==> src/rtl/mcwc_pkg.sv <==
package mcwc_pkg;

  // Sizes and fixed protocol constants
  localparam int unsigned MAX_CHANNELS   = 8;
  localparam int unsigned CH_W           = 3;
  localparam int unsigned CNT_W          = 4;
  localparam int unsigned TL_W           = 31;
  localparam int unsigned RW_W           = 24;
  localparam int unsigned WIN_W          = 32;
  localparam int unsigned LEN_W          = 16;
  localparam int unsigned DUP_W          = 8;
  localparam int unsigned KIND_W         = 3;
  localparam int unsigned MODE_W         = 2;
  localparam int unsigned CFG_IDX_W      = 2;
  localparam int unsigned SEGMENT_SIZE   = 1024;
  localparam int unsigned INITIAL_WINDOW = 2048;
  localparam int unsigned LOSS_WINDOW    = 1024;
  localparam int unsigned DUP_LIMIT      = 3;
  localparam int unsigned RW_RESET       = 65535;

  // Growth arithmetic widths
  localparam int unsigned X_W    = WIN_W + LEN_W;   // newly acked bytes times segment size
  localparam int unsigned SUM_W  = WIN_W + CH_W;    // sum of all windows
  localparam int unsigned PROD_W = WIN_W + X_W;     // max window times X
  localparam int unsigned SW     = WIN_W + 2;       // signed flight arithmetic

  localparam logic [CFG_IDX_W-1:0] REG_TRANSFER_LENGTH = 2'd0;
  localparam logic [CFG_IDX_W-1:0] REG_CHANNEL_COUNT   = 2'd1;
  localparam logic [CFG_IDX_W-1:0] REG_RECEIVER_WINDOW = 2'd2;

  localparam logic [KIND_W-1:0] KIND_START   = 3'd0;
  localparam logic [KIND_W-1:0] KIND_SEND    = 3'd1;
  localparam logic [KIND_W-1:0] KIND_ACK     = 3'd2;
  localparam logic [KIND_W-1:0] KIND_TIMEOUT = 3'd3;
  localparam logic [KIND_W-1:0] KIND_FINISH  = 3'd4;

  localparam logic [MODE_W-1:0] MODE_SS    = 2'd0;
  localparam logic [MODE_W-1:0] MODE_CA    = 2'd1;
  localparam logic [MODE_W-1:0] MODE_FR    = 2'd2;
  localparam logic [MODE_W-1:0] MODE_RESET = 2'd3;

  typedef struct packed {
    logic [KIND_W-1:0] kind;
    logic [CH_W-1:0]   ack_channel;
    logic [TL_W-1:0]   ack_number;
  } req_t;

  typedef struct packed {
    logic              send_valid;
    logic [CH_W-1:0]   send_channel_id;
    logic [TL_W-1:0]   send_sequence;
    logic [LEN_W-1:0]  send_length;
    logic              finished;
    logic [MODE_W-1:0] mode;
  } rsp_t;

  typedef struct packed {
    logic [CFG_IDX_W-1:0] index;
    logic [TL_W-1:0]      data;
  } cfg_t;

  typedef enum logic [4:0] {
    OP_NONE,
    OP_LATCH,
    OP_START,
    OP_FINISH,
    OP_ACK,
    OP_TIMEOUT,
    OP_SCAN_INIT,
    OP_SCAN,
    OP_PICK,
    OP_MUL1,
    OP_MUL2,
    OP_MUL3,
    OP_DIV_GO,
    OP_DIV_TAKE,
    OP_UPDATE,
    OP_EMIT,
    OP_OUT
  } dp_op_e;

  typedef enum logic [1:0] {
    DIV_COUPLED,
    DIV_TOTAL,
    DIV_WINDOW
  } div_sel_e;

  typedef struct packed {
    dp_op_e   op;
    div_sel_e sel;
  } cmd_t;

  typedef struct packed {
    logic [KIND_W-1:0] kind;
    logic              done;
    logic              ch_ok;
    logic              scan_last;
    logic              div_done;
    logic              out_free;
  } sts_t;

endpackage

==> src/rtl/mcwc_ctrl.sv <==
// Sequencer: steps the datapath through one request at a time.
module mcwc_ctrl import mcwc_pkg::*; (
  input  logic clk_i,
  input  logic rst_ni,
  input  logic req_valid_i,
  output logic req_ready_o,
  input  sts_t sts_i,
  output cmd_t cmd_o
);

  localparam logic [3:0] S_IDLE = 4'd0;
  localparam logic [3:0] S_DISP = 4'd1;
  localparam logic [3:0] S_SCAN = 4'd2;
  localparam logic [3:0] S_PICK = 4'd3;
  localparam logic [3:0] S_MUL1 = 4'd4;
  localparam logic [3:0] S_MUL2 = 4'd5;
  localparam logic [3:0] S_MUL3 = 4'd6;
  localparam logic [3:0] S_D1GO = 4'd7;
  localparam logic [3:0] S_D1W  = 4'd8;
  localparam logic [3:0] S_D2GO = 4'd9;
  localparam logic [3:0] S_D2W  = 4'd10;
  localparam logic [3:0] S_D3GO = 4'd11;
  localparam logic [3:0] S_D3W  = 4'd12;
  localparam logic [3:0] S_UPD  = 4'd13;
  localparam logic [3:0] S_EMIT = 4'd14;
  localparam logic [3:0] S_OUT  = 4'd15;

  logic [3:0] state_q, state_d;

  always_comb begin
    state_d     = state_q;
    req_ready_o = 1'b0;
    cmd_o.op    = OP_NONE;
    cmd_o.sel   = DIV_COUPLED;
    case (state_q)
      S_IDLE: begin
        req_ready_o = 1'b1;
        if (req_valid_i) begin
          cmd_o.op = OP_LATCH;
          state_d  = S_DISP;
        end
      end
      S_DISP: begin
        state_d = S_OUT;
        case (sts_i.kind)
          KIND_START:  cmd_o.op = OP_START;
          KIND_FINISH: cmd_o.op = OP_FINISH;
          KIND_SEND: begin
            if (!sts_i.done) begin
              cmd_o.op = OP_SCAN_INIT;
              state_d  = S_SCAN;
            end
          end
          KIND_ACK: begin
            if (!sts_i.done && sts_i.ch_ok) begin
              cmd_o.op = OP_ACK;
            end
          end
          KIND_TIMEOUT: begin
            if (!sts_i.done && sts_i.ch_ok) begin
              cmd_o.op = OP_TIMEOUT;
            end
          end
          default: ;
        endcase
      end
      S_SCAN: begin
        cmd_o.op = OP_SCAN;
        if (sts_i.scan_last) begin
          state_d = S_PICK;
        end
      end
      S_PICK: begin
        cmd_o.op = OP_PICK;
        state_d  = S_MUL1;
      end
      S_MUL1: begin
        cmd_o.op = OP_MUL1;
        state_d  = S_MUL2;
      end
      S_MUL2: begin
        cmd_o.op = OP_MUL2;
        state_d  = S_MUL3;
      end
      S_MUL3: begin
        cmd_o.op = OP_MUL3;
        state_d  = S_D1GO;
      end
      S_D1GO: begin
        cmd_o.op = OP_DIV_GO;
        state_d  = S_D1W;
      end
      S_D1W: begin
        if (sts_i.div_done) begin
          cmd_o.op = OP_DIV_TAKE;
          state_d  = S_D2GO;
        end
      end
      S_D2GO: begin
        cmd_o.op  = OP_DIV_GO;
        cmd_o.sel = DIV_TOTAL;
        state_d   = S_D2W;
      end
      S_D2W: begin
        cmd_o.sel = DIV_TOTAL;
        if (sts_i.div_done) begin
          cmd_o.op = OP_DIV_TAKE;
          state_d  = S_D3GO;
        end
      end
      S_D3GO: begin
        cmd_o.op  = OP_DIV_GO;
        cmd_o.sel = DIV_WINDOW;
        state_d   = S_D3W;
      end
      S_D3W: begin
        cmd_o.sel = DIV_WINDOW;
        if (sts_i.div_done) begin
          cmd_o.op = OP_DIV_TAKE;
          state_d  = S_UPD;
        end
      end
      S_UPD: begin
        cmd_o.op = OP_UPDATE;
        state_d  = S_EMIT;
      end
      S_EMIT: begin
        cmd_o.op = OP_EMIT;
        state_d  = S_OUT;
      end
      S_OUT: begin
        if (sts_i.out_free) begin
          cmd_o.op = OP_OUT;
          state_d  = S_IDLE;
        end
      end
      default: begin
        state_d = S_IDLE;
      end
    endcase
  end

  always_ff @(posedge clk_i or negedge rst_ni) begin
    if (!rst_ni) begin
      state_q <= S_IDLE;
    end else begin
      state_q <= state_d;
    end
  end

endmodule

==> config.mk <==
export PLATFORM = sky130hd
export DESIGN_NAME = mcwc_ctrl
export DESIGN_NICKNAME = d
export VERILOG_FILES = /design/src/rtl/mcwc_pkg.sv /design/src/rtl/mcwc_ctrl.sv
export SDC_FILE = /design/constraint.sdc
export NUM_CORES = 1
export LEC_CHECK = 0
export BUFFER_PORTS_ARGS = -buffer_cell sky130_fd_sc_hd__buf_2
export CORE_AREA = 8 8 45 47
export DETAILED_ROUTE_END_ITERATION = 10
export DIE_AREA = 0 0 53 55
export PLACE_DENSITY_LB_ADDON = 0.25
export SYNTH_ARGS = -nofsm -noshare
export SYNTH_HDL_FRONTEND = slang
export SYNTH_SLANG_ARGS = --single-unit
==> constraint.sdc <==
create_clock -name clk_i -period 2.55 [get_ports clk_i]
set_input_delay 0.51 -clock clk_i [delete_from_list [all_inputs] [get_ports clk_i]]
set_output_delay 0.51 -clock clk_i [all_outputs]
set_load 0.005 [all_outputs]
Word-level counts from Yosys, hierarchy flattened
Index checks and enable logic that the tools add are counted.

Output and inout port bits: 8. Input bits: 11. Register bits after elaboration: 4.

Muxes and demuxes: 19. Reduce and logical (&&, ||, !) cells: 9. Eq/ne operators: 25.

Operators by type and width (count): $pmux 4 s16 (1); $pmux 5 s12 (1); $mux 4 (9); $eq 4x4->1 const B (8); $eq 4x3->1 const B (4); $pmux 3 s5 (1); $ne 2x2->1 const B (6); $mux 3 (3); $eq 4x2->1 const B (2); $eq 3x2->1 const B (2); $reduce_and 6->1 (1); $reduce_or 3->1 (2); $mux 5 (1); $eq 4x1->1 const B (1); $logic_not 4->1 (1); $pmux 2 s2 (1); $reduce_or 2->1 (2); $eq 3x1->1 const B (1); $eq 3x3->1 const B (1); $logic_not 3->1 (1); $mux 1 (2); $logic_and 1x1->1 (1); $logic_not 1->1 (1).

Longest topological paths before layout
Depth in word-level cells: 5. Gate-level depth with buffers: 5. Gate-level depth less buffers: 3.

Least setup slack after synthesis
Ideal clock, no wire load.

Path kind: flip-flop to output port. Start: register state_q[0]. End: output port cmd_o[4] in the netlist's numbering. Slack: 814 ps. Stages on the path, launching flop included: 5. Data arrival time: 1226 ps. Required time: 2040 ps. Cells stage by stage: dfrtp_1 > and2_4 > buf_6 > a21o_1 > a2111oi_2.

RTL lines: start, declared (RTL line mcwc_ctrl.sv:28) `logic [3:0] state_q, state_d;`; start signal, assigned (RTL line mcwc_ctrl.sv:147) `state_q <= state_d;`; end, declared (RTL line mcwc_ctrl.sv:8) `output cmd_t cmd_o`.

==> run metrics <==
worst-path fanout max=21; sequential element share of the synthesized area=19.3%; Setup Viol. Count Final=0; R2R Path End=state_q[3]$_DFFE_PN0P_; DP Area=591 µm²; via/cell ratio=5.76; TritonCTS clock tree=yes; synth unique cells=39; Biggest register=state_q; Worst Path Required=2.04 ns; reg-to-reg slack, setup=1.11 ns; Final nets=95; initial antenna violation count=0; first-pass GRT wire length=2190 µm; core region area=between 1000 and 1500 µm²; part of the cycle the worst path needs=around 91%; Critical Path AT=around 1.8 ns; Port-buffer cells=18; DR pass1 iterations=4; WL/cell=14.3 µm; Chip Height=between 50 and 60 µm; root buf cell=clkbuf_4; worst slew pin tran=about 0.62 ns; Detailed Route Iter0 Violations=11; Worst-Skew Late Latency=approximately 0.23 ns; Syn Nets=~80; Setup crit end kind=output port; clk buf depth=2; Min Hold Slack=~0.068 ns; DRT Wirelength=~1400 µm; Critical-path top delay cell=dfrtp_1; # IOs=19; via count=roughly 560; Ant. Diodes=0; Critical R2R Launch=state_q[1]$_DFFE_PN0P_; YS warnings=0; Leak=between 0.2 and 0.3 nW; worst path cell trace=nor2_1 -> a21o_1 -> a2111oi_2 -> buf_2; max_cap viols=0; row cnt=14; worst hold path type=in2async; post-route cell area=just over 600 µm²; final hold vios=0; total gr overflow=0; Tmin final=roughly 2.3 ns; Peak VDD IR=0.570 mV; Slew Limit Fails=0; gr usage total=9.86%; synth-to-layout area growth=18.1%; cell count after synthesis=67; die area=2920 µm²; Fillers=154; Initial Utilization=a little under two fifths; share of layout cells above drive strength 1=31.7%; max reg flops=4; Setup Fix Bufs, Post-CTS=0; PostCTS Resize Cnt=0; slowest stage delay, CP=0.73 ns; CP top delay family=flip-flops; most common cell after layout, fill and taps aside=buf_2; status=finished clean; sum of buffers and inverters on the critical path=1; synthesized flop and latch total=4; vias in the first global route=527; GPL Wtd Cong=roughly 0.74; sum of negative setup slack=0 ns; Final ANT Viol Nets=0; Mean Syn Cell Area=between 7 and 8 µm²; critical path class=reg2out; Clock Pin Slew Worst Setup and Hold Paths=~0.040 ns; Netlist Area Pre-Place=just over 500 µm²; RSZ-0062 raised after global routing=false; Post-DP HPWL=a little over 1000 µm; Fmax=about 430 MHz; total CTS buffers=3; H-tree levels=1; Clock Skew=between 0.001 and 0.0015 ns; R2R cell count=3; critical path launch point type=flop; most frequent cells in the layout=buf_2, nor2_1, a21oi_1, dfrtp_1; DRC Markers=0; largest net degree at the start of global routing=22; max_slew headroom=between 50 and 60%; Die X=~53 µm; top flop regs=state_q x4; hold-fix buffers at CTS=0; PD cells=around 1200 nW/µm²; # clock sinks=4
-- cell type report --
type                       count  area, µm²  share of cell area, %
clock buffer                   3       22.5                   3.67
tap                           16       20.0                   3.27
sequential                     4        100                   16.3
inverter                       3       11.3                   1.84
multi-input combinational     54        369                   60.2
timing repair buffer          18       90.1                   14.7
-- metrics by stage --
step                      worst slack [ns]  power (mW)  instances  utilization [%]
final                                0.232       0.737         98             44.3
after global routing                 0.132       0.814         98             44.3
after CTS                            0.239       0.747         98             44.3
after detailed placement             0.432       0.662         95             42.7
after global placement               0.480       0.656         95             42.7
after floorplan                      0.814       0.553         67                -
-- logic make-up after synthesis --
family / count (synthesis) / synth area share, %
DFF: 4 / 19.3
muxes: 3 / 6.02
xor gates and xnor gates: 1 / 1.69
and+or+nand+nor: 28 / 31.3
buffers and inverters: 9 / 9.64
AOI/OAI and AO/OA: 22 / 32.1
-- power breakdown --
part           total [mW]  internal [mW]  switching, mW
Sequential          0.233         0.0935          0.139
Combinational       0.426          0.243          0.183
Clock              0.0789         0.0527         0.0262
Total               0.737          0.390          0.348
-- synth_stat cells, drive strengths merged --
cell type | count | area share [%]
a2111oi | 2 | 4.6
a211oi | 1 | 1.4
a21o | 1 | 1.4
a21oi | 4 | 3.9
a22o | 1 | 1.7
a2bb2oi | 2 | 3.4
a311oi | 1 | 1.7
a31oi | 2 | 2.4
and2 | 3 | 4.1
and3 | 1 | 1.2
and4 | 1 | 1.7
buf | 6 | 7.5
dfrtp | 4 | 19
inv | 3 | 2.2
mux2 | 1 | 2.2
mux2i | 2 | 3.9
nand2 | 1 | 0.72
nand2b | 3 | 3.6
nand3 | 1 | 0.96
nand3b | 1 | 1.4
nor2 | 7 | 5.1
nor2b | 2 | 2.4
nor3 | 2 | 1.9
nor3b | 2 | 2.9
nor4 | 1 | 1.2
nor4b | 1 | 1.7
o21a | 1 | 1.4
o21ai | 3 | 2.9
o221a | 1 | 2.2
o22a | 1 | 1.7
o31a | 1 | 1.7
o32ai | 1 | 1.7
or2 | 1 | 1.2
or3 | 1 | 1.2
xor2 | 1 | 1.7
-- how the worst max path moves through the flow --
stage	startpoint	to	depth (start not counted)
3_3_place_gp	sts_i[6]	cmd_o[4]	5
6_report	state_q[3]$_DFFE_PN0P_	cmd_o[4]	4
4_1_cts	state_q[3]$_DFFE_PN0P_	cmd_o[4]	4
3_5_place_dp	sts_i[6]	cmd_o[4]	5
2_1_floorplan	state_q[0]$_DFFE_PN0P_	cmd_o[4]	4
5_1_grt	state_q[3]$_DFFE_PN0P_	cmd_o[4]	4
-- metal layers --
metal | vias up | global-route usage, % | part of all wire (%)
li1 | 282 | - | -
met5 | - | 0 | 0
met4 | 0 | 6.47 | 1.6
met2 | 15 | 17.0 | 48
met1 | 265 | 11.9 | 47
met3 | 2 | 0 | 3.0
(Power assumes the default switching activity.)
